--- src/rtl/scrp_pkg.sv ---
package scrp_pkg;

  // Longest ticker the record may declare (1 to 10)
  localparam logic [7:0] TICKER_LIMIT = 8'd10;

  // Reset value of the required fee decimals register
  localparam logic [7:0] FEE_DEC_RESET = 8'd18;

  // Chain id length in bytes
  localparam logic [3:0] CHAIN_BYTES = 4'd8;

  // Result kinds
  localparam logic KIND_CHAR    = 1'b0;
  localparam logic KIND_SUMMARY = 1'b1;

  // Ticker selectors
  localparam logic TICKER_ASSET = 1'b0;
  localparam logic TICKER_FEE   = 1'b1;

  // Summary status codes
  typedef enum logic [2:0] {
    ST_OK             = 3'd0,
    ST_BAD_ASSET_LEN  = 3'd1,
    ST_ASSET_TRUNC    = 3'd2,
    ST_CHAIN_TRUNC    = 3'd3,
    ST_BAD_FEE_LEN    = 3'd4,
    ST_FEE_TRUNC      = 3'd5,
    ST_WRONG_FEE_DEC  = 3'd6
  } status_t;

endpackage

--- src/rtl/swap_config_record_parser_top.sv ---
// Swap configuration record parser.
// Input channel (in_valid/in_stall): one record byte per item, data_byte plus
// last_byte marking the final byte of the record. An item is taken at a clock
// edge with in_valid high and in_stall low.
// Output channel (out_valid/out_stall): at most one result per input byte.
// Ticker characters come out as character results (kind 0); the last byte of
// a record always yields one summary (kind 1) with status, decimals, chain id,
// ticker lengths and fee presence. Other bytes yield nothing.
// Config channel (cfg_valid/cfg_ready/cfg_data): writes required_fee_decimals;
// cfg_ready is always high. Write only while the block is idle.
// Throughput: one byte per cycle while in_stall is low; the parse state
// updates in the cycle the byte is taken. A result is loaded into the output
// register at the clock edge that accepts its byte.
// When the receiver stalls with a result pending, in_stall rises until the
// output register is taken; the result holds steady meanwhile.
// Reset (rst, synchronous, active high): parser expects an asset length byte,
// the output register is empty, required_fee_decimals returns to 18.
module swap_config_record_parser_top import scrp_pkg::*; (
  input  logic        clk,
  input  logic        rst,
  input  logic        cfg_valid,
  output logic        cfg_ready,
  input  logic [7:0]  cfg_data,
  input  logic        in_valid,
  output logic        in_stall,
  input  logic [7:0]  data_byte,
  input  logic        last_byte,
  output logic        out_valid,
  input  logic        out_stall,
  output logic        kind,
  output logic        which_ticker,
  output logic [3:0]  char_index,
  output logic [7:0]  ticker_char,
  output logic [2:0]  status,
  output logic [7:0]  asset_dec_places,
  output logic [7:0]  fee_decimals,
  output logic [63:0] network_id,
  output logic [3:0]  asset_sym_len,
  output logic [3:0]  fee_ticker_len,
  output logic        fee_present
);

  typedef enum logic [2:0] {
    PH_ASSET_LEN,
    PH_ASSET_CHR,
    PH_ASSET_DEC,
    PH_CHAIN,
    PH_FEE_LEN,
    PH_FEE_CHR,
    PH_FEE_DEC,
    PH_DONE
  } phase_t;

  logic [7:0]  required_fee_decimals;
  phase_t      phase, phase_next;
  logic [3:0]  byte_count, byte_count_next;
  logic [63:0] chain_value, chain_value_next;
  logic [7:0]  asset_dec_reg, asset_dec_reg_next;
  logic [7:0]  fee_dec_reg, fee_dec_reg_next;
  logic [3:0]  asset_len_reg, asset_len_reg_next;
  logic [3:0]  fee_len_reg, fee_len_reg_next;
  status_t     error_code, error_code_next;
  logic        fee_seen, fee_seen_next;

  logic        accept;
  logic        emit_char;
  logic        char_which;
  logic        len_ok;
  logic [3:0]  count_inc;

  assign cfg_ready = 1'b1;
  assign in_stall  = out_valid && out_stall;
  assign accept    = in_valid && !in_stall;

  assign len_ok    = (data_byte != 8'd0) && (data_byte <= TICKER_LIMIT);
  assign count_inc = byte_count + 4'd1;

  // Advance the parse state for one record byte
  always_comb begin
    phase_next         = phase;
    byte_count_next    = byte_count;
    chain_value_next   = chain_value;
    asset_dec_reg_next = asset_dec_reg;
    fee_dec_reg_next   = fee_dec_reg;
    asset_len_reg_next = asset_len_reg;
    fee_len_reg_next   = fee_len_reg;
    error_code_next    = error_code;
    fee_seen_next      = fee_seen;
    emit_char          = 1'b0;
    char_which         = TICKER_ASSET;
    if (error_code == ST_OK) begin
      case (phase)
        PH_ASSET_LEN: begin
          if (!len_ok) begin
            error_code_next = ST_BAD_ASSET_LEN;
          end else begin
            asset_len_reg_next = data_byte[3:0];
            byte_count_next    = 4'd0;
            phase_next         = PH_ASSET_CHR;
            if (last_byte) error_code_next = ST_ASSET_TRUNC;
          end
        end
        PH_ASSET_CHR: begin
          if (last_byte) begin
            error_code_next = ST_ASSET_TRUNC;
          end else begin
            emit_char       = 1'b1;
            char_which      = TICKER_ASSET;
            byte_count_next = count_inc;
            if (count_inc == asset_len_reg) phase_next = PH_ASSET_DEC;
          end
        end
        PH_ASSET_DEC: begin
          asset_dec_reg_next = data_byte;
          byte_count_next    = 4'd0;
          phase_next         = PH_CHAIN;
          if (last_byte) error_code_next = ST_CHAIN_TRUNC;
        end
        PH_CHAIN: begin
          chain_value_next = {chain_value[55:0], data_byte};
          byte_count_next  = count_inc;
          if (count_inc >= CHAIN_BYTES) begin
            phase_next = PH_FEE_LEN;
          end else if (last_byte) begin
            error_code_next = ST_CHAIN_TRUNC;
          end
        end
        PH_FEE_LEN: begin
          fee_seen_next = 1'b1;
          if (!len_ok) begin
            error_code_next = ST_BAD_FEE_LEN;
          end else begin
            fee_len_reg_next = data_byte[3:0];
            byte_count_next  = 4'd0;
            phase_next       = PH_FEE_CHR;
            if (last_byte) error_code_next = ST_FEE_TRUNC;
          end
        end
        PH_FEE_CHR: begin
          if (last_byte) begin
            error_code_next = ST_FEE_TRUNC;
          end else begin
            emit_char       = 1'b1;
            char_which      = TICKER_FEE;
            byte_count_next = count_inc;
            if (count_inc == fee_len_reg) phase_next = PH_FEE_DEC;
          end
        end
        PH_FEE_DEC: begin
          fee_dec_reg_next = data_byte;
          phase_next       = PH_DONE;
          if (data_byte != required_fee_decimals) error_code_next = ST_WRONG_FEE_DEC;
        end
        default: begin
        end
      endcase
    end
  end

  // Hold the config register
  always_ff @(posedge clk) begin
    if (rst) begin
      required_fee_decimals <= FEE_DEC_RESET;
    end else if (cfg_valid && cfg_ready) begin
      required_fee_decimals <= cfg_data;
    end
  end

  // Update parse state; rearm after the last byte
  always_ff @(posedge clk) begin
    if (rst) begin
      phase         <= PH_ASSET_LEN;
      byte_count    <= 4'd0;
      chain_value   <= 64'd0;
      asset_dec_reg <= 8'd0;
      fee_dec_reg   <= FEE_DEC_RESET;
      asset_len_reg <= 4'd0;
      fee_len_reg   <= 4'd0;
      error_code    <= ST_OK;
      fee_seen      <= 1'b0;
    end else if (accept) begin
      if (last_byte) begin
        phase         <= PH_ASSET_LEN;
        byte_count    <= 4'd0;
        chain_value   <= 64'd0;
        asset_dec_reg <= 8'd0;
        fee_dec_reg   <= required_fee_decimals;
        asset_len_reg <= 4'd0;
        fee_len_reg   <= 4'd0;
        error_code    <= ST_OK;
        fee_seen      <= 1'b0;
      end else begin
        phase         <= phase_next;
        byte_count    <= byte_count_next;
        chain_value   <= chain_value_next;
        asset_dec_reg <= asset_dec_reg_next;
        fee_dec_reg   <= fee_dec_reg_next;
        asset_len_reg <= asset_len_reg_next;
        fee_len_reg   <= fee_len_reg_next;
        error_code    <= error_code_next;
        fee_seen      <= fee_seen_next;
      end
    end
  end

  // Output register valid: load on a result, drop when taken
  always_ff @(posedge clk) begin
    if (rst) begin
      out_valid <= 1'b0;
    end else if (accept && (last_byte || emit_char)) begin
      out_valid <= 1'b1;
    end else if (!out_stall) begin
      out_valid <= 1'b0;
    end
  end

  // Output register payload
  always_ff @(posedge clk) begin
    if (accept && last_byte) begin
      kind             <= KIND_SUMMARY;
      which_ticker     <= TICKER_ASSET;
      char_index       <= 4'd0;
      ticker_char      <= 8'd0;
      status           <= error_code_next;
      asset_dec_places <= asset_dec_reg_next;
      fee_decimals     <= (phase_next == PH_DONE) ? fee_dec_reg_next : required_fee_decimals;
      network_id       <= chain_value_next;
      asset_sym_len    <= asset_len_reg_next;
      fee_ticker_len   <= fee_len_reg_next;
      fee_present      <= fee_seen_next;
    end else if (accept && emit_char) begin
      kind             <= KIND_CHAR;
      which_ticker     <= char_which;
      char_index       <= byte_count;
      ticker_char      <= data_byte;
      status           <= ST_OK;
      asset_dec_places <= 8'd0;
      fee_decimals     <= 8'd0;
      network_id       <= 64'd0;
      asset_sym_len    <= 4'd0;
      fee_ticker_len   <= 4'd0;
      fee_present      <= 1'b0;
    end
  end

endmodule
--- config.mk ---
export PLATFORM = sky130hd
export DESIGN_NAME = swap_config_record_parser_top
export DESIGN_NICKNAME = d
export VERILOG_FILES = /design/src/rtl/scrp_pkg.sv /design/src/rtl/swap_config_record_parser_top.sv
export SDC_FILE = /design/constraint.sdc
export NUM_CORES = 1
export LEC_CHECK = 0
export BUFFER_PORTS_ARGS = -buffer_cell sky130_fd_sc_hd__buf_2
export CAP_MARGIN = 10
export CELL_PAD_IN_SITES_DETAIL_PLACEMENT = 2
export CELL_PAD_IN_SITES_GLOBAL_PLACEMENT = 2
export CORE_ASPECT_RATIO = 0.6
export CORE_MARGIN = 2
export CORE_UTILIZATION = 38
export DETAILED_ROUTE_END_ITERATION = 7
export PLACE_DENSITY = 0.87
export SETUP_SLACK_MARGIN = 0.02
export SLEW_MARGIN = 5
export SYNTH_ARGS = -nofsm -noshare
export SYNTH_HDL_FRONTEND = slang
export SYNTH_SLANG_ARGS = --single-unit
--- constraint.sdc ---
create_clock -name clk -period 8 [get_ports clk]
set_input_delay 0.8 -clock clk [delete_from_list [all_inputs] [get_ports clk]]
set_output_delay 0.8 -clock clk [all_outputs]
set_load 0.01 [all_outputs]
==> reports/summary.txt <==
Fillers -> 2544
Crit path from -> error_code[0]
Synth-to-Final Area Change -> 16.23%
Clock Sinks -> 214
Input/output buffers -> 129
Placed inst area -> 0.009966 mm^2
Crit path arrival time -> 3740 ps
Grt ovf -> 0
Outcome -> complete, no violations
Seq cells post-synth -> 214
Htree depth -> 1
CORE AREA -> 0.02335 mm^2
Endpoint type of the worst setup path -> flop
Routed WL per cell -> 22.95 um
Crit path max fanout -> 62
Combinational power share -> 0.063
Design area -> 0.01062 mm^2
First-pass GRT wire length -> 48790 um
Ys async rst share -> 0
CP most frequent cell -> buf_4
Pwr Density -> 214.6 mW/mm^2
Clock network power share -> 0.421
Pin count of the biggest net entering global routing -> 89
Setup crit start kind -> flop
Cts repair resizes -> 0
Number of core rows -> 43
DRT Pass-1 Iters -> 5
Synthesized area per cell -> 9.486 um^2
Worst-margin pin slew -> 960.3 ps
Die ar. -> 0.02534 mm^2
Maximum root-to-sink buffer count -> 3
Rel. slew slack -> 0.3598
Drt drc -> 0
Initial antenna violation count -> 1
Most common cell after layout, fill and taps aside -> nand2_1
Worst-path clk slew -> 60 ps
Nets -> 1068
Cell area after synthesis -> 0.009135 mm^2
F_max -> 0.2768 GHz
Root buf cell -> clkbuf_16
Period utilisation layout -> 0.4517
Vias per std cell -> 5.684
Final hold vios -> 0
Maximum VDD drop -> 0.1380 mV
YS warnings -> 0
Synth Instances -> 963
Total CTS buffers -> 21
Slew Limit Fails -> 0
Int Pwr -> 1.733 mW
Vias in the first global route -> 8203
Die height -> 124.1 um
Crit-path cells -> or3_1, nor2_1, buf_4, nand2_1, nand2_4, buf_4
TritonCTS clock tree -> built
Slowest CP cell -> buf_4
WS Path Type -> flop to flop
Drt initial violations -> 521
Worst path max stage delay -> 770 ps
RR Startpoint -> error_code[0]
I/O pin cnt -> 131
Top Registers -> chain_value x64, network_id x64
Skew final -> 14.22 ps
Max Cap Viol -> 0
Unrepaired setup endpoints after global routing -> no
Worst min-delay path class -> flop to flop
Psw -> 545.9 uW
Endpoints failing setup -> 0
Reg2reg setup slack -> 4390 ps
Sw frac -> 0.2395
Post-synth top flop -> dfxtp_1
Chip width -> 204.2 um
Reg-to-reg critical path endpoint -> network_id[51]
Skew-Pair Late Insertion Delay -> 510 ps
Post-CTS Setup Bufs -> 0
CTS Hold Bufs -> 0
Pleak -> 3.658 nW
Share of power burned in registers -> 0.516
Post-Route WL -> 31550 um
# diodes -> 0
Setup TNS -> 0 ps
Vias -> 7815
Total global-route track usage -> 0.2501
Worst endpoint required time -> 8130 ps
Minimum clock period -> 3613 ps
Highest-count cells in the layout ignoring fill and taps -> nand2_1 (190), buf_2 (128), dfxtp_1 (122)
EDFF count, synth -> 92
Seq/Total Area, Yosys -> 0.5698
Mapped Nets -> 986
Hpwl dp -> 20290 um
Starting Density -> 0.3912
RD Place Congestion -> 0.8493
Layout cell share with drive strength beyond 1 -> 0.1745
WHS -> 452.1 ps
Reg2reg path depth -> 6
Worst Setup EP -> network_id[51]
Post-DRT Antenna Nets -> 0
Synth cell types -> 56
synthesized netlist by cell type (5+ instances only):
master | count | share of area
nand2_1 | 192 | 0.079
dfxtp_1 | 122 | 0.27
nor2_1 | 117 | 0.048
a21oi_1 | 92 | 0.050
edfxtp_1 | 92 | 0.30
a22oi_1 | 73 | 0.060
clkbuf_1 | 62 | 0.025
nand3_1 | 24 | 0.013
buf_2 | 14 | 0.0077
mux2i_1 | 14 | 0.015
nand2b_1 | 12 | 0.0082
o21ai_0 | 12 | 0.0066
o21ai_1 | 12 | 0.0066
nor4_1 | 11 | 0.0075
xor2_1 | 11 | 0.011
o32ai_1 | 10 | 0.0096
a311oi_1 | 8 | 0.0077
nor2b_1 | 8 | 0.0055
nor3_1 | 8 | 0.0044
a31oi_1 | 6 | 0.0041
inv_1 | 5 | 0.0021
area by class of cell:
type                            instances  area (um^2)  area share
Tap cell                              315        394.1     0.03712
Clock inverter                          5        31.28    0.002946
Multi-Input combinational cell        662         3610      0.3400
Timing Repair Buffer                  141        738.2     0.06953
Clock buffer                           33        620.6     0.05845
Sequential cell                       214         5205      0.4902
Inverter                                5        18.77    0.001768
worst min-delay path by stage:
stage                         startpoint              to  slack (ps)  cells after the start
after floorplan           fee_dec_reg[1]  fee_dec_reg[1]         460                      1
after global placement    ticker_char[7]  ticker_char[7]         440                      2
after detailed placement            kind            kind         450                      2
after CTS                           kind            kind         460                      2
after global routing      ticker_char[0]  ticker_char[0]         480                      2
final                               kind            kind         450                      2
kinds of logic (layout without fill, tap and decap cells):
logic type                 Yosys count  count (layout)  share of synthesized area
AOI/OAI and AO/OA                  236             236                     0.1682
xor gates and xnor gates            18              18                    0.02191
other                                1               1                  0.0004105
adders and majority gates            1               1                   0.001369
and+or+nand+nor                    392             392                     0.1837
muxes                               14              14                    0.01534
buffers and inverters               87             184                    0.03931
DFF                                214             214                     0.5698
layer usage:
metal	wire length [um]	GRT usage	part of all wire
met1	15180	0.3606	0.48
met2	13990	0.3907	0.44
met3	1661	0.04160	0.053
met4	716	0.06567	0.023
met5	0	0	0
worst max-delay path: cells and delay by family, from the launching register on:
kind                   cells  cell delay, ps
DFF                        1             370
and+or+nand+nor            4            1760
buffers and inverters      2            1010
through the flow:
| step | power (mW) | util | std cells | setup slack, ps |
|---|---|---|---|---|
| after floorplan | 1.280 | - | 963 | 3691 |
| after global placement | 1.334 | 0.4268 | 1337 | 4274 |
| after detailed placement | 1.341 | 0.4268 | 1337 | 4170 |
| after CTS | 2.296 | 0.4547 | 1375 | 4379 |
| after global routing | 2.355 | 0.4547 | 1375 | 4109 |
| final | 2.279 | 0.4547 | 1375 | 4387 |
power by group through the flow:
stage | Sequential [mW] | Combinational [mW] | Clock (mW)
2_1_floorplan | 1.21 | 0.0725 | 0
3_3_place_gp | 1.20 | 0.135 | 0
3_5_place_dp | 1.20 | 0.141 | 0
4_1_cts | 1.18 | 0.143 | 0.978
5_1_grt | 1.18 | 0.156 | 1.02
6_report | 1.18 | 0.143 | 0.960
(Power assumes the default switching activity.)
